[src/rtl/rpq_pkg.sv]
// Shared types and constants of the rotary position qualifier.
`default_nettype none

package rpq_pkg;

  localparam int LINE_W   = 8;
  localparam int TIME_W   = 64;
  localparam int STABLE_W = 20;
  localparam int POS_W    = 3;
  localparam int KIND_W   = 2;
  localparam int CNT_W    = 4;

  localparam int APB_DATA_W = 32;
  localparam int APB_ADDR_W = 3;
  localparam int REG_IDX_W  = APB_ADDR_W - 2;

  localparam logic [REG_IDX_W-1:0] REG_STABLE_TIME = 1'b0;
  localparam logic [STABLE_W-1:0]  STABLE_RESET    = 20'd30000;

  typedef enum logic [KIND_W-1:0] {
    KIND_GAP      = 2'd0,
    KIND_UNIQUE   = 2'd1,
    KIND_MULTIPLE = 2'd2
  } kind_t;

  typedef struct packed {
    logic [LINE_W-1:0] lines;
    logic [TIME_W-1:0] now;
  } smp_t;

  typedef struct packed {
    logic valid;
    smp_t smp;
  } stg_t;

endpackage

`default_nettype wire

[src/rtl/rpq_sample_if.sv]
// Input channel: one switch sample per beat.
`default_nettype none

interface rpq_sample_if;
  logic                          valid;
  logic                          ready;
  logic [rpq_pkg::LINE_W-1:0]    position_lines;
  logic [rpq_pkg::TIME_W-1:0]    now_us;

  modport source (output valid, output position_lines, output now_us, input ready);
  modport sink   (input valid, input position_lines, input now_us, output ready);
endinterface

`default_nettype wire

[src/rtl/rpq_result_if.sv]
// Result channel: one classified sample per beat.
`default_nettype none

interface rpq_result_if;
  logic                          valid;
  logic                          ready;
  logic [rpq_pkg::KIND_W-1:0]    reading_kind;
  logic                          position_accepted;
  logic [rpq_pkg::POS_W-1:0]     accepted_position;
  logic                          fault_warning;

  modport source (output valid, output reading_kind, output position_accepted,
                  output accepted_position, output fault_warning, input ready);
  modport sink   (input valid, input reading_kind, input position_accepted,
                  input accepted_position, input fault_warning, output ready);
endinterface

`default_nettype wire

[src/rtl/rpq_apb_regs.sv]
// APB register file holding the stable time.
`default_nettype none

module rpq_apb_regs (
  input  wire logic                              clk,
  input  wire logic                              rst_n,
  input  wire logic                              psel,
  input  wire logic                              penable,
  input  wire logic                              pwrite,
  input  wire logic [rpq_pkg::APB_ADDR_W-1:0]    paddr,
  input  wire logic [rpq_pkg::APB_DATA_W-1:0]    pwdata,
  output logic      [rpq_pkg::APB_DATA_W-1:0]    prdata,
  output logic                                   pready,
  output logic      [rpq_pkg::STABLE_W-1:0]      stable_time
);
  import rpq_pkg::*;

  logic [STABLE_W-1:0]  stable_r;
  logic [STABLE_W-1:0]  stable_nxt;
  logic [REG_IDX_W-1:0] reg_idx;

  assign reg_idx = paddr[APB_ADDR_W-1:2];
  assign pready  = 1'b1;

  always_comb begin
    stable_nxt = stable_r;
    if (psel && penable && pwrite && reg_idx == REG_STABLE_TIME) begin
      stable_nxt = pwdata[STABLE_W-1:0];
    end
  end

  always_ff @(posedge clk) begin
    if (!rst_n) begin
      stable_r <= STABLE_RESET;
    end else begin
      stable_r <= stable_nxt;
    end
  end

  always_comb begin
    prdata = '0;
    if (reg_idx == REG_STABLE_TIME) begin
      prdata = {{(APB_DATA_W-STABLE_W){1'b0}}, stable_r};
    end
  end

  assign stable_time = stable_r;

endmodule

`default_nettype wire

[src/rtl/rpq_in_stage.sv]
// Input register stage that captures one sample beat.
`default_nettype none

module rpq_in_stage (
  input  wire logic            clk,
  input  wire logic            rst_n,
  rpq_sample_if.sink           in_ch,
  output rpq_pkg::stg_t        stg,
  input  wire logic            stg_ready
);
  import rpq_pkg::*;

  logic valid_r;
  logic valid_nxt;
  smp_t smp_r;
  smp_t smp_nxt;
  logic take;

  assign in_ch.ready = !valid_r || stg_ready;
  assign take        = in_ch.valid && in_ch.ready;

  always_comb begin
    valid_nxt = valid_r;
    smp_nxt   = smp_r;
    if (take) begin
      valid_nxt     = 1'b1;
      smp_nxt.lines = in_ch.position_lines;
      smp_nxt.now   = in_ch.now_us;
    end else if (stg_ready) begin
      valid_nxt = 1'b0;
    end
  end

  always_ff @(posedge clk) begin
    if (!rst_n) begin
      valid_r <= 1'b0;
    end else begin
      valid_r <= valid_nxt;
    end
  end

  always_ff @(posedge clk) begin
    smp_r <= smp_nxt;
  end

  assign stg.valid = valid_r;
  assign stg.smp   = smp_r;

endmodule

`default_nettype wire

[src/rtl/rpq_qualify.sv]
// Sample classification, candidate and fault tracking, and result register.
`default_nettype none

module rpq_qualify #(
  parameter int SAMPLED = 8
) (
  input  wire logic                           clk,
  input  wire logic                           rst_n,
  input  wire rpq_pkg::stg_t                  stg,
  output logic                                stg_ready,
  input  wire logic [rpq_pkg::STABLE_W-1:0]   stable_time,
  rpq_result_if.source                        out_ch
);
  import rpq_pkg::*;

  // Switch state.
  logic              cand_valid_r, cand_valid_nxt;
  logic [POS_W-1:0]  cand_pos_r, cand_pos_nxt;
  logic [TIME_W-1:0] cand_start_r, cand_start_nxt;
  logic              acc_valid_r, acc_valid_nxt;
  logic [POS_W-1:0]  acc_idx_r, acc_idx_nxt;
  logic              fault_ep_r, fault_ep_nxt;
  logic              fault_warned_r, fault_warned_nxt;
  logic [TIME_W-1:0] fault_start_r, fault_start_nxt;

  // Result register.
  logic              out_valid_r, out_valid_nxt;
  kind_t             kind_r, kind_nxt;
  logic              accepted_r, accepted_nxt;
  logic [POS_W-1:0]  acc_pos_r, acc_pos_nxt;
  logic              warn_r, warn_nxt;

  logic [LINE_W-1:0] low;
  logic [CNT_W-1:0]  cnt;
  logic [POS_W-1:0]  pos;
  kind_t             kind;
  logic [TIME_W-1:0] cand_age;
  logic [TIME_W-1:0] fault_age;
  logic              cand_due;
  logic              fault_due;
  logic              fire;

  assign stg_ready = !out_valid_r || out_ch.ready;
  assign fire      = stg.valid && stg_ready;

  always_comb begin
    low = ~stg.smp.lines;
    cnt = '0;
    pos = '0;
    for (int i = 0; i < SAMPLED; i++) begin
      if (low[i]) begin
        cnt = cnt + CNT_W'(1);
        pos = POS_W'(i);
      end
    end
    if (cnt == '0) begin
      kind = KIND_GAP;
    end else if (cnt == CNT_W'(1)) begin
      kind = KIND_UNIQUE;
    end else begin
      kind = KIND_MULTIPLE;
    end
  end

  // Ages wrap modulo 2^64, so a plain subtraction is enough.
  assign cand_age  = stg.smp.now - cand_start_r;
  assign fault_age = stg.smp.now - fault_start_r;
  assign cand_due  = cand_age >= {{(TIME_W-STABLE_W){1'b0}}, stable_time};
  assign fault_due = fault_age >= {{(TIME_W-STABLE_W){1'b0}}, stable_time};

  always_comb begin
    cand_valid_nxt   = cand_valid_r;
    cand_pos_nxt     = cand_pos_r;
    cand_start_nxt   = cand_start_r;
    acc_valid_nxt    = acc_valid_r;
    acc_idx_nxt      = acc_idx_r;
    fault_ep_nxt     = fault_ep_r;
    fault_warned_nxt = fault_warned_r;
    fault_start_nxt  = fault_start_r;
    out_valid_nxt    = out_valid_r;
    kind_nxt         = kind_r;
    accepted_nxt     = accepted_r;
    acc_pos_nxt      = acc_pos_r;
    warn_nxt         = warn_r;

    if (fire) begin
      out_valid_nxt = 1'b1;
      kind_nxt      = kind;
      accepted_nxt  = 1'b0;
      acc_pos_nxt   = '0;
      warn_nxt      = 1'b0;
      unique case (kind)
        KIND_GAP: begin
          cand_valid_nxt   = 1'b0;
          fault_ep_nxt     = 1'b0;
          fault_warned_nxt = 1'b0;
        end
        KIND_MULTIPLE: begin
          cand_valid_nxt = 1'b0;
          if (!fault_ep_r) begin
            fault_ep_nxt     = 1'b1;
            fault_warned_nxt = 1'b0;
            fault_start_nxt  = stg.smp.now;
          end else if (!fault_warned_r && fault_due) begin
            fault_warned_nxt = 1'b1;
            warn_nxt         = 1'b1;
          end
        end
        KIND_UNIQUE: begin
          fault_ep_nxt     = 1'b0;
          fault_warned_nxt = 1'b0;
          if (!cand_valid_r || cand_pos_r != pos) begin
            cand_valid_nxt = 1'b1;
            cand_pos_nxt   = pos;
            cand_start_nxt = stg.smp.now;
          end else if (cand_due && !(acc_valid_r && acc_idx_r == cand_pos_r)) begin
            acc_valid_nxt = 1'b1;
            acc_idx_nxt   = cand_pos_r;
            accepted_nxt  = 1'b1;
            acc_pos_nxt   = cand_pos_r;
          end
        end
        default: begin
        end
      endcase
    end else if (out_ch.ready) begin
      out_valid_nxt = 1'b0;
    end
  end

  always_ff @(posedge clk) begin
    if (!rst_n) begin
      cand_valid_r   <= 1'b0;
      cand_pos_r     <= '0;
      acc_valid_r    <= 1'b0;
      acc_idx_r      <= '0;
      fault_ep_r     <= 1'b0;
      fault_warned_r <= 1'b0;
      out_valid_r    <= 1'b0;
    end else begin
      cand_valid_r   <= cand_valid_nxt;
      cand_pos_r     <= cand_pos_nxt;
      acc_valid_r    <= acc_valid_nxt;
      acc_idx_r      <= acc_idx_nxt;
      fault_ep_r     <= fault_ep_nxt;
      fault_warned_r <= fault_warned_nxt;
      out_valid_r    <= out_valid_nxt;
    end
  end

  always_ff @(posedge clk) begin
    cand_start_r  <= cand_start_nxt;
    fault_start_r <= fault_start_nxt;
    kind_r        <= kind_nxt;
    accepted_r    <= accepted_nxt;
    acc_pos_r     <= acc_pos_nxt;
    warn_r        <= warn_nxt;
  end

  assign out_ch.valid             = out_valid_r;
  assign out_ch.reading_kind      = kind_r;
  assign out_ch.position_accepted = accepted_r;
  assign out_ch.accepted_position = acc_pos_r;
  assign out_ch.fault_warning     = warn_r;

endmodule

`default_nettype wire

[src/rtl/rotary_position_qualifier.sv]
// Top level of the rotary position qualifier.
//
//   port group  dir   carries
//   in_ch       in    position_lines, now_us (valid/ready)
//   out_ch      out   reading_kind, position_accepted, accepted_position,
//                     fault_warning (valid/ready)
//   psel..      in    APB write/read of stable_time_us at address 0
//
// One sample per clock is taken while out_ch is not stalled. An accepted beat
// lands in the input register, and its result is then registered onto out_ch.
// The 64-bit age subtract and compare between the two registers set the clock
// period; throughput stays one sample per cycle unless out_ch stalls.
// Synchronous active-low reset clears the switch-state flags and positions and
// the valid bits of both stages, and loads stable_time_us with 30000.
// A stalled result holds the input stage, which then stalls the input channel.
`default_nettype none

module rotary_position_qualifier #(
  parameter int POSITIONS = 8
) (
  input  wire logic                              clk,
  input  wire logic                              rst_n,
  rpq_sample_if.sink                             in_ch,
  rpq_result_if.source                           out_ch,
  input  wire logic                              psel,
  input  wire logic                              penable,
  input  wire logic                              pwrite,
  input  wire logic [rpq_pkg::APB_ADDR_W-1:0]    paddr,
  input  wire logic [rpq_pkg::APB_DATA_W-1:0]    pwdata,
  output logic      [rpq_pkg::APB_DATA_W-1:0]    prdata,
  output logic                                   pready
);
  import rpq_pkg::*;

  // Lines above the sampled width cannot be selected.
  localparam int SAMPLED = (POSITIONS < LINE_W) ? POSITIONS : LINE_W;

  stg_t                stg;
  logic                stg_ready;
  logic [STABLE_W-1:0] stable_time;

  rpq_apb_regs u_regs (
    .clk         (clk),
    .rst_n       (rst_n),
    .psel        (psel),
    .penable     (penable),
    .pwrite      (pwrite),
    .paddr       (paddr),
    .pwdata      (pwdata),
    .prdata      (prdata),
    .pready      (pready),
    .stable_time (stable_time)
  );

  rpq_in_stage u_in (
    .clk       (clk),
    .rst_n     (rst_n),
    .in_ch     (in_ch),
    .stg       (stg),
    .stg_ready (stg_ready)
  );

  rpq_qualify #(
    .SAMPLED (SAMPLED)
  ) u_qual (
    .clk         (clk),
    .rst_n       (rst_n),
    .stg         (stg),
    .stg_ready   (stg_ready),
    .stable_time (stable_time),
    .out_ch      (out_ch)
  );

endmodule

`default_nettype wire

[src/flat_wrapper.sv]
// flat-port wrapper written by rule: the top's interface ports become plain ports
module rotary_position_qualifier_flat import rpq_pkg::*;
#(
  parameter int POSITIONS = 8
)
  (clk, rst_n, psel, penable, pwrite, paddr, pwdata, prdata, pready, in_ch_valid, in_ch_position_lines, in_ch_now_us, in_ch_ready, out_ch_valid, out_ch_reading_kind, out_ch_position_accepted, out_ch_accepted_position, out_ch_fault_warning, out_ch_ready);
  rpq_sample_if in_ch_i ();
  rpq_result_if out_ch_i ();
  input  wire logic clk;
  input  wire logic rst_n;
  input  wire logic psel;
  input  wire logic penable;
  input  wire logic pwrite;
  input  wire logic [rpq_pkg::APB_ADDR_W-1:0] paddr;
  input  wire logic [rpq_pkg::APB_DATA_W-1:0] pwdata;
  output logic      [rpq_pkg::APB_DATA_W-1:0] prdata;
  output logic pready;
  input wire logic [$bits(in_ch_i.valid)-1:0] in_ch_valid;
  input wire logic [$bits(in_ch_i.position_lines)-1:0] in_ch_position_lines;
  input wire logic [$bits(in_ch_i.now_us)-1:0] in_ch_now_us;
  output wire logic [$bits(in_ch_i.ready)-1:0] in_ch_ready;
  output wire logic [$bits(out_ch_i.valid)-1:0] out_ch_valid;
  output wire logic [$bits(out_ch_i.reading_kind)-1:0] out_ch_reading_kind;
  output wire logic [$bits(out_ch_i.position_accepted)-1:0] out_ch_position_accepted;
  output wire logic [$bits(out_ch_i.accepted_position)-1:0] out_ch_accepted_position;
  output wire logic [$bits(out_ch_i.fault_warning)-1:0] out_ch_fault_warning;
  input wire logic [$bits(out_ch_i.ready)-1:0] out_ch_ready;
  assign in_ch_i.valid = in_ch_valid;
  assign in_ch_i.position_lines = in_ch_position_lines;
  assign in_ch_i.now_us = in_ch_now_us;
  assign in_ch_ready = in_ch_i.ready;
  assign out_ch_valid = out_ch_i.valid;
  assign out_ch_reading_kind = out_ch_i.reading_kind;
  assign out_ch_position_accepted = out_ch_i.position_accepted;
  assign out_ch_accepted_position = out_ch_i.accepted_position;
  assign out_ch_fault_warning = out_ch_i.fault_warning;
  assign out_ch_i.ready = out_ch_ready;
  rotary_position_qualifier #(.POSITIONS(POSITIONS)) u_core (.clk(clk), .rst_n(rst_n), .in_ch(in_ch_i), .out_ch(out_ch_i), .psel(psel), .penable(penable), .pwrite(pwrite), .paddr(paddr), .pwdata(pwdata), .prdata(prdata), .pready(pready));
endmodule
[config.mk]
export PLATFORM = sky130hd
export DESIGN_NAME = rotary_position_qualifier_flat
export DESIGN_NICKNAME = d
export VERILOG_FILES = /design/src/rtl/rpq_pkg.sv /design/src/rtl/rpq_sample_if.sv /design/src/rtl/rpq_result_if.sv /design/src/rtl/rpq_apb_regs.sv /design/src/rtl/rpq_in_stage.sv /design/src/rtl/rpq_qualify.sv /design/src/rtl/rotary_position_qualifier.sv /design/src/flat_wrapper.sv
export SDC_FILE = /design/constraint.sdc
export NUM_CORES = 1
export LEC_CHECK = 0
export BUFFER_PORTS_ARGS = -buffer_cell sky130_fd_sc_hd__buf_2
export CAP_MARGIN = 5
export CORE_UTILIZATION = 46
export CTS_BUF_LIST = sky130_fd_sc_hd__clkbuf_16
export DETAILED_ROUTE_END_ITERATION = 10
export PLACE_DENSITY_LB_ADDON = 0.12
export SLEW_MARGIN = 5
export SYNTH_ARGS = -nofsm -noshare
export SYNTH_HDL_FRONTEND = slang
export SYNTH_SLANG_ARGS = --single-unit
[constraint.sdc]
create_clock -name clk -period 10.5 [get_ports clk]
set_input_delay 0.525 -clock clk [delete_from_list [all_inputs] [get_ports clk]]
set_output_delay 0.525 -clock clk [all_outputs]
set_load 0.01 [all_outputs]
==> results.md, run 1 <==
- Run status: complete, no violations
- Unrepaired setup endpoints after global routing: false
- Type of origin of the critical path: flop
- Violation count after the first detailed-route iteration: 1119
- Maximum number of pins on one net before global-route repair: 47
- Routed via count: 16.48k
- Buffers inserted by post-CTS timing repair: 0
- Pwr/cell area: 161.3 nW/um^2
- Number of CTS-inserted buffers: 28
- Tightest Pin Transition: 1.049 ns
- Count of mapped cells out of synthesis: 2100
- Comb pwr share: 35.8%
- Clock group share of total power: 28.6%
- Average cell area after synthesis: 8.884 um^2
- Total negative slack: 0 ns
- Core Region: 39820 um^2
- Fraction of synthesized cell area taken by the top area cell type: 33.32%
- Remaining routing DRC violations: 0
- Async set or reset register ratio after synthesis: 0%
- Total wirelength of the detailed-routed design: 58260 um
- Initial antenna violation count: 0
- Number of enable flip-flop cells after synthesis: 207
- Switching power share of the total: 36.23%
- Final setup viols: 0
- Die height: 203.4 um
- Hold depth: 1
- Register bit count reported by yosys: 239
- Die width: 203.4 um
- CTS Root Cell: clkbuf_16
- Internal power: 2.109 mW
- Source-to-sink clock delay at the later pin of the worst-skew pair: 0.57 ns
- Number of cell instances on the worst register-to-register path: 27
- Number of buffers on the longest clock path: 3
- Portion of the post-synthesis area used by sequential elements: 36.75%
- Final antenna-violating net count: 0
- Area after detailed placement: 19620 um^2
- Most frequent cells in the layout: 207 x edfxtp_1, 201 x nand2_1, 198 x a21oi_1
- Final Critical Period: 5.900 ns
- Number of pins with negative max-slew slack in the final report: 0
- Number of global-route vias before repair: 15.75k
- Cell accounting for the most synthesized area: edfxtp_1
- Layout fillers: 3860
- CTS clock-pin slew for the worst setup and hold paths: 0.06 ns
- TritonRoute pass-1 iters: 5
- Maximum operating frequency: 169.5 MHz
- Number of gates given a new drive strength after cts: 0
- Area grow syn2layout: 9.939%
- Data arrival, critical path: 6.10 ns
- Class of the worst hold path: input pin to flop
- GR Overflow Total: 0
- Critical setup path kind: flop to flop
- Detail Placement HPWL: 46910 um
- Hold bufs inserted after CTS: 0
- Most frequent standard cell in the layout excluding fill and tap cells: edfxtp_1
- TritonCTS clock tree: yes
- Primary FF master, synth: edfxtp_1
- CTS Sinks: 239
- Number of levels the H-tree was split into: 1
- Fin. Hold Viols: 0
- Post-synth design cell area: 18660 um^2
- Nets: 2471
- Top cells by area, synth: edfxtp_1 33%, ha_1 12%, a21oi_1 5.3%
- Seq pwr share: 35.6%
- Period Utilization, post-route: 56.19%
- Critical path capture point type: flop
- Combined global-route utilization of all metal layers: 27.96%
- First-pass GRT wire length: 89730 um
- Post-route clock skew: 0.01862 ns
- Vias per std cell: 6.037
- Switching power: 1.198 mW
- Final non-filler cell area: 20510 um^2
- IR drop worst, VDD: 0.1229 mV
- Number of distinct standard cells referenced by the synthesized netlist: 90
- Critical Path RT: 10.70 ns
- Avg WL per Cell: 21.35 um
- Full die area: 41370 um^2
- Layout cell share with drive strength beyond 1: 9.392%
- Critical path peak fanout: 35
- P_leak: 8.452 nW
- Weighted congestion reported at the end of routability-driven placement: 0.9500
- Starting Density: 46.85%
- I/O pin count: 156
- Relative slew slack: 29.42%
- Number of antenna diodes: 0
- Number of violations of the max-capacitance limit: 0
- Ys Warns: 0
- Placement Rows: 73
- Number of port buffers: 128
state kept, by name, summed over array words and instances, names as in the netlist, 2 cells and up:
signal,cells
u_core.u_in.stg,72
u_core.u_qual.acc_idx_r,3
u_core.u_qual.cand_pos_r,3
u_core.u_qual.cand_start_r,64
u_core.u_qual.fault_start_r,64
u_core.u_qual.out_ch.accepted_position,3
u_core.u_qual.out_ch.reading_kind,2
u_core.u_regs.stable_time,20
cell families (layout without fill, tap and decap cells):
group | after synthesis | after routing | share of synthesized area, %
DFF | 239 | 239 | 36.75
other | 2 | 13 | 0.04025
adders and majority gates | 175 | 175 | 11.82
AOI/OAI and AO/OA | 649 | 649 | 22.69
xor gates and xnor gates | 89 | 89 | 4.554
buffers and inverters | 284 | 377 | 6.116
muxes | 18 | 18 | 1.013
and+or+nand+nor | 644 | 644 | 17.02
path summary, 6_finish.rpt:
check / from / to / slack (ns)
setup reg to reg: u_core.u_in.stg[64] / u_core.u_qual.cand_start_r[49] / 4.60
hold reg to reg: u_core.u_regs.stable_time[7] / u_core.u_regs.stable_time[7] / 0.46
setup / recovery: u_core.u_in.stg[64] / u_core.u_qual.cand_start_r[49] / 4.60
hold / removal: in_ch_now_us[29] / u_core.u_in.stg[29] / 0.13
worst max-delay path: stages, from the launching register on:
cell and delay (ns):
edfxtp_1 0.35, inv_1 0.05, ha_1 0.20, or2b_1 0.26, and2_1 0.16, ha_1 0.28, nand2b_1 0.07, nand2_1 0.05
ha_1 0.28, nor2_1 0.14, nor2_1 0.07, ha_1 0.28, nand2_1 0.05, o31ai_1 0.11, ha_1 0.30, nor2b_1 0.14
a21oi_1 0.18, inv_1 0.06, ha_1 0.27, nor2_1 0.16, a22oi_1 0.11, o22ai_1 0.19, mux2i_2 0.15, nand2b_4 0.17
inv_1 0.07, nand3_1 0.21, inv_2 0.61, buf_4 0.52
metrics by stage:
step                      hold slack [ns]  util [%]  power, mW  cells  setup slack, ns
after floorplan                    0.4405         -      2.033   2111            1.565
after global placement             0.4527     49.26      2.353   2677            4.631
after detailed placement           0.4567     49.26      2.363   2677            4.479
after CTS                          0.1017     51.51      3.320   2729            4.465
after global routing               0.1092     51.51      3.500   2729            4.033
final                              0.1260     51.51      3.308   2729            4.600
power by group through the flow:
stage	logic (mW)	clock network [mW]	registers, mW
6_report	1.18	0.945	1.18
5_1_grt	1.31	1.00	1.19
4_1_cts	1.17	0.968	1.18
3_5_place_dp	1.17	0	1.20
3_3_place_gp	1.16	0	1.20
2_1_floorplan	0.849	0	1.18
routing by layer:
metal,track usage (%),wire length [um],vias up
li1,-,-,7953
met1,39.76,27570,7928
met3,3.308,2986,82
met4,8.727,1845,0
met2,44.22,25850,512
met5,0,0,-
area by class of cell:
class,count,area [um^2],area share [%]
flip-flops and latches,239,6857,33.43
clock inverters,23,168.9,0.8235
multi-input cells,1588,10710,52.21
well taps,525,656.9,3.203
inverters,193,724.4,3.532
repair buffers,132,670.6,3.270
clock buffers,29,725.7,3.538
Yosys cell counts, types with 12 or more instances:
cell / count
o21bai_1: 29
inv_1: 193
nor4_1: 21
a21oi_1: 198
ha_1: 173
dfxtp_1: 32
o21a_1: 18
nand2b_1: 23
and3_1: 16
nand4_1: 65
nor3_1: 32
nand3_1: 33
xor2_1: 32
edfxtp_1: 207
buf_2: 14
nor2b_1: 22
buf_4: 14
a21boi_0: 23
o21ai_0: 109
clkbuf_1: 59
a211oi_1: 30
or3_1: 18
o211ai_1: 33
mux2i_1: 13
nand2_1: 201
a31oi_1: 16
xnor2_1: 51
a21o_1: 54
and4_1: 12
nor2_1: 151
(Power assumes the default switching activity.)
==> run 2: changes to the inputs <==
Clock period 10.5 ns to 4.8 ns, I/O delays scaled along.
==> run 2 against run 1 <==
- design area up 14%
- clock-buffer cell count unchanged
- via count up 7.4%
- combinational power rose to 2.7 times the previous value
- non-clock buffer count up 251
==> results.md, run 2 (synthesized netlist as in run 1, its figures left out) <==
- Detail Placement HPWL: 49180 um
- Number of port buffers: 128
- Final setup viols: 0
- First-pass GRT wire length: 95290 um
- TritonRoute pass-1 iters: 5
- Fin. Hold Viols: 0
- Area of all sequential standard cells: 6857 um^2
- Number of levels the H-tree was split into: 1
- Maximum operating frequency: 211.2 MHz
- Area of the multi-input gates: 11110 um^2
- Weighted congestion reported at the end of routability-driven placement: 0.9486
- Source-to-sink clock delay at the later pin of the worst-skew pair: 0.57 ns
- CTS clock-pin slew for the worst setup and hold paths: 0.06 ns
- Critical path capture point type: flop
- Number of global-route vias before repair: 16.98k
- Number of antenna diodes: 0
- Pwr/cell area: 340.3 nW/um^2
- GR Overflow Total: 0
- Unrepaired setup endpoints after global routing: true
- Placement Rows: 73
- Data arrival, critical path: 5.02 ns
- Most frequent cells in the layout: 207 x edfxtp_1, 199 x nand2_1, 193 x inv_1
- Layout cell share with drive strength beyond 1: 17.28%
- Number of violations of the max-capacitance limit: 0
- Power after layout: 7.932 mW
- IR drop worst, VDD: 0.3323 mV
- Full die area: 41370 um^2
- Nets: 2722
- Remaining routing DRC violations: 0
- TritonCTS clock tree: yes
- Period Utilization, post-route: 98.63%
- Number of buffers on the longest clock path: 3
- Critical Path RT: 5.08 ns
- Violation count after the first detailed-route iteration: 1438
- Die height: 203.4 um
- Critical setup path kind: flop to flop
- CTS Sinks: 239
- Minimum setup slack after placement: -0.02512 ns
- Critical path peak fanout: 8
- Final Critical Period: 4.734 ns
- Class of the worst hold path: input pin to flop
- Type of origin of the critical path: flop
- P_leak: 9.765 nW
- Flip-flop count of the largest register after layout: 72
- Layout fillers: 3542
- Avg WL per Cell: 21.63 um
- Area grow syn2layout: 24.93%
- Area after detailed placement: 20720 um^2
- Number of pins with negative max-slew slack in the final report: 0
- Die width: 203.4 um
- I/O pin count: 156
- Number of CTS-inserted buffers: 28
- Relative slew slack: 40.96%
- Run status: complete, no violations
- Final non-filler cell area: 23310 um^2
- Core Region: 39820 um^2
- Maximum number of pins on one net before global-route repair: 39
- Vias per std cell: 5.937
- Most frequent standard cell in the layout excluding fill and tap cells: edfxtp_1
- Initial antenna violation count: 0
- Total wirelength of the detailed-routed design: 64430 um
- Starting Density: 46.85%
- CTS Root Cell: clkbuf_16
- Tightest Pin Transition: 0.8745 ns
- Post-route clock skew: 0.01054 ns
- Least setup slack across all paths after layout: 0.06572 ns
- Combined global-route utilization of all metal layers: 29.66%
- Routed via count: 17.69k
- Final antenna-violating net count: 0
run 2: cell count changes in the layout (fill, tap and decap cells not counted), moves of 6 or more:
cell / previous run / this run
a21oi_1: 198 / 192
buf_4: 4 / 143
clkbuf_16: 29 / 36
dlygate4sd3_1: 0 / 94
ha_1: 173 / 162
ha_4: 0 / 6
run 2: layer usage:
layer | up-vias | track usage (%) | part of all wire, %
met1 | 8458 | 41.32 | 45
li1 | 8457 | - | -
met2 | 661 | 47.59 | 45
met4 | 0 | 10.28 | 3.6
met3 | 111 | 3.356 | 6.4
met5 | - | 0 | 0
run 2: what timing repair did:
action	4_1_cts	5_1_grt
resized for setup	3	59
hold buffers	94	0
setup buffers	0	24
pin swaps	1	32
hold endpoints to repair	94	0
cloned	0	11
endpoints found under the setup margin	5	138
run 2: final timing paths:
path	start	slack (ns)	depth (start not counted)	endpoint
setup reg to reg	u_core.u_in.stg[65]	0.07	24	u_core.u_qual.fault_start_r[33]
setup / recovery	u_core.u_in.stg[65]	0.07	24	u_core.u_qual.fault_start_r[33]
hold / removal	rst_n	0.14	2	u_core.u_regs.stable_time[10]
hold reg to reg	u_core.u_regs.stable_time[18]	0.47	2	u_core.u_regs.stable_time[18]
run 2: per-stage QoR:
step | util [%] | instances | hold WS, ns | setup TNS, ns
floorplan | - | 2111 | 0.3389 | -82.53
global placement | 52.04 | 2799 | 0.4159 | -0.01233
detailed placement | 52.04 | 2799 | 0.4181 | -0.06308
CTS | 56.77 | 2944 | 0.1175 | 0
global route | 58.53 | 2979 | 0.1558 | -12.96
finish | 58.53 | 2979 | 0.1366 | 0
run 2: area by class of cell:
class,instances,area share [%]
inverters,193,3.124
clock buffers,29,3.114
flip-flops and latches,239,29.42
multi-input cells,1588,47.66
well taps,525,2.818
clock inverters,22,0.8804
repair buffers,383,12.98
run 2: report_power, final:
group	leakage, nW	total, mW	switching (mW)	internal [mW]
Sequential	2.20	2.57	0.0987	2.47
Clock	0.478	2.17	0.876	1.30
Combinational	7.09	3.19	1.87	1.31
Total	9.77	7.93	2.85	5.08
run 2: critical path, stage by stage, from the launching register on:
cell       delay (ns)
edfxtp_1         0.36
inv_2            0.06
ha_4             0.15
or2b_1           0.25
and2_4           0.17
ha_4             0.25
nor2b_4          0.13
a311oi_2         0.33
nor2_2           0.06
ha_1             0.29
nand2_2          0.08
o31ai_4          0.08
ha_1             0.27
nor2b_4          0.13
a21oi_2          0.14
inv_2            0.06
ha_4             0.16
xnor2_2          0.13
a22oi_1          0.21
o22ai_1          0.13
mux2i_2          0.19
buf_4            0.16
nor3b_4          0.21
buf_6            0.22
clkbuf_16        0.19
==> run 3: changes to the inputs <==
Settings changed: ABC_AREA set to 1.
==> run 3 against run 2 <==
- combinational power down 27%
- first-iteration DRC count grew 8.7%
- utilization is 3.9 points lower
- sequential share of layout area shrank 0.98 points
- hold slack worse by 0.013 ns
- clock skew grew 0.010 ns
- die area is 10% higher
- fmax increased by 4.0%
- synthesized cell count increased by 48%
- critical path type unchanged
- critical endpoint is now u_core.u_qual.fault_start_r[58]
- largest cell class unchanged
==> results.md, run 3 <==
- Maximum operating frequency: 219.7 MHz
- Critical path peak fanout: 7
- Register bit count reported by yosys: 239
- Source-to-sink clock delay at the later pin of the worst-skew pair: 0.58 ns
- Post-route clock skew: 0.02100 ns
- Number of pins with negative max-slew slack in the final report: 0
- I/O pin count: 156
- Routed via count: 20.30k
- P_leak: 12.57 nW
- Cell accounting for the most synthesized area: edfxtp_1
- Top cells by area, synth: edfxtp_1 30%, nand2_1 20%, inv_1 12%
- Starting Density: 46.56%
- Cells after DPL: 3831
- Dominant cell type by count on the critical path: nand2_1
- Number of buffers on the longest clock path: 3
- Total wirelength of the detailed-routed design: 69760 um
- Number of distinct standard cells referenced by the synthesized netlist: 42
- Number of enable flip-flop cells after synthesis: 207
- Number of port buffers: 128
- Pwr/cell area: 289.1 nW/um^2
- Most frequent standard cell in the layout excluding fill and tap cells: nand2_1
- Final setup viols: 0
- Relative slew slack: 53.53%
- CTS Sinks: 239
- Most frequent cells after synthesis: 1070 x nand2_1, 645 x inv_1, 312 x nor2_1, 207 x edfxtp_1, 190 x a21oi_1
- Violation count after the first detailed-route iteration: 1563
- Portion of the post-synthesis area used by sequential elements: 33.37%
- Vias per std cell: 5.090
- Full die area: 45510 um^2
- Number of violations of the max-capacitance limit: 0
- Area grow syn2layout: 17.34%
- Ys Warns: 0
- Async set or reset register ratio after synthesis: 0%
- GR Util met1: 39.91%
- Detail Placement HPWL: 56840 um
- CTS clock-pin slew for the worst setup and hold paths: 0.07 ns
- Most frequent cells in the layout: 1069 x nand2_1, 641 x inv_1, 311 x nor2_1
- Critical setup path kind: flop to flop
- Critical Path RT: 5.08 ns
- Met2 track demand over resource in global routing: 50.01%
- Critical path's largest stage delay: 0.41 ns
- Weighted congestion reported at the end of routability-driven placement: 0.9637
- Fin. Hold Viols: 0
- Average cell area after synthesis: 6.617 um^2
- TritonRoute pass-1 iters: 6
- GR Overflow Total: 0
- Die height: 213.3 um
- Critical path capture point type: flop
- Gr busiest metal: met2
- Data arrival, critical path: 4.83 ns
- Flip-flop count of the largest register after layout: 72
- Initial antenna violation count: 0
- Placement Rows: 77
- Final antenna-violating net count: 0
- Die width: 213.3 um
- Post-synth design cell area: 20540 um^2
- Number of CTS-inserted buffers: 28
- Combined global-route utilization of all metal layers: 30.18%
- Count of mapped cells out of synthesis: 3105
- Power after layout: 6.969 mW
- Nets: 3662
- Total negative slack: 0 ns
- First-pass GRT wire length: 103900 um
- Type of origin of the critical path: flop
- Fraction of synthesized cell area taken by the top area cell type: 30.26%
- TritonCTS clock tree: yes
- Number of global-route vias before repair: 19.28k
- Maximum number of pins on one net before global-route repair: 39
- Class of the worst hold path: input pin to flop
- Layout cell share with drive strength beyond 1: 6.924%
- Number of levels the H-tree was split into: 1
- IR drop worst, VDD: 0.2754 mV
- Primary FF master, synth: edfxtp_1
- GR met3 Demand/Resource: 4.511%
- Cell with the most instances after synthesis: nand2_1
- Finished Layout Cells: 3988
- Period Utilization, post-route: 94.81%
- Layout fillers: 4535
- Tightest Pin Transition: 0.6970 ns
- CTS Root Cell: clkbuf_16
- Unrepaired setup endpoints after global routing: false
- Slowest cell on the critical path: edfxtp_1
- Avg WL per Cell: 17.49 um
- Final Critical Period: 4.551 ns
- Remaining routing DRC violations: 0
- Core Region: 44120 um^2
- Run status: complete, no violations
[run 3: changes by cell type after synthesis, sizes merged, moves of 24 or more]
cell,before,now
a211oi,30,2
nand3,33,136
nand4,65,30
a21o,54,6
o211ai,33,8
clkbuf,63,9
xnor2,55,11
nor2,151,315
nor2b,24,0
nand2b,24,0
inv,193,649
nand2,201,1075
o21ai,120,87
[run 3: logic make-up (layout without fill, tap and decap cells)]
| group | count (synthesis) | count (layout) | synth area share (%) |
|---|---|---|---|
| flops | 239 | 239 | 33.37 |
| fa+ha+maj | 175 | 175 | 10.73 |
| simple gates | 1638 | 1638 | 32.41 |
| xor+xnor | 57 | 57 | 2.503 |
| buf+inv | 671 | 949 | 12.50 |
| compound gates | 323 | 323 | 8.447 |
| other cells | 2 | 15 | 0.03655 |
[run 3: final timing paths]
check,start,to,slack [ns],cells past startpoint
max reg2reg,u_core.u_in.stg[65],u_core.u_qual.fault_start_r[58],0.25,29
min reg2reg,u_core.u_qual.fault_warned_r,u_core.u_qual.fault_warned_r,0.45,2
min,rst_n,u_core.u_regs.stable_time[5],0.12,2
max,u_core.u_in.stg[65],u_core.u_qual.fault_start_r[58],0.25,29
[run 3: critical path, delay by kind of cell (launching register included)]
family / cells / cell delay, ns
compound gates: 3 / 0.32
flops: 1 / 0.41
simple gates: 11 / 1.08
buf+inv: 9 / 0.84
fa+ha+maj: 6 / 1.60
[run 3: area by class of cell]
class / instances / area, um^2 / share of cell area [%]
inverters: 649 / 2441 / 10.13
well taps: 592 / 740.7 / 3.073
clock inverters: 23 / 222.7 / 0.9239
diodes: 2 / 5.005 / 0.02076
clock buffers: 28 / 700.7 / 2.907
flip-flops and latches: 239 / 6857 / 28.44
repair buffers: 249 / 1918 / 7.957
multi-input cells: 2206 / 11220 / 46.55
[run 3: layer usage]
layer  vias up  wire length, um
met4         0             2488
met5         -                0
met1      9311            31420
met3       140             4083
li1      10260                -
met2       584            31770
[run 3: through the flow]
| step | worst slack, ns | util [%] | hold slack (ns) | instance area, um^2 |
|---|---|---|---|---|
| after floorplan | 0.007394 | - | 0.3389 | 20620 |
| after global placement | 0.2557 | 49.97 | 0.4168 | 22050 |
| after detailed placement | 0.03786 | 49.97 | 0.4184 | 22050 |
| after CTS | 0.08993 | 54.21 | 0.08120 | 23920 |
| after global routing | 0.005022 | 54.62 | 0.1331 | 24100 |
| final | 0.2490 | 54.63 | 0.1238 | 24110 |
[run 3: power by group]
| group | switching (mW) | internal, mW |
|---|---|---|
| registers | 0.0841 | 2.42 |
| logic | 1.52 | 0.817 |
| clock network | 0.932 | 1.20 |
| total | 2.54 | 4.43 |
[run 3: repair_timing]
action                                 CTS  global route
setup buffers                            1             5
gates resized for setup                  0            11
setup endpoints to repair                2           106
cloned                                   0             4
pin swaps                                0             4
hold buffers                            94             0
endpoints found under the hold margin   94             0
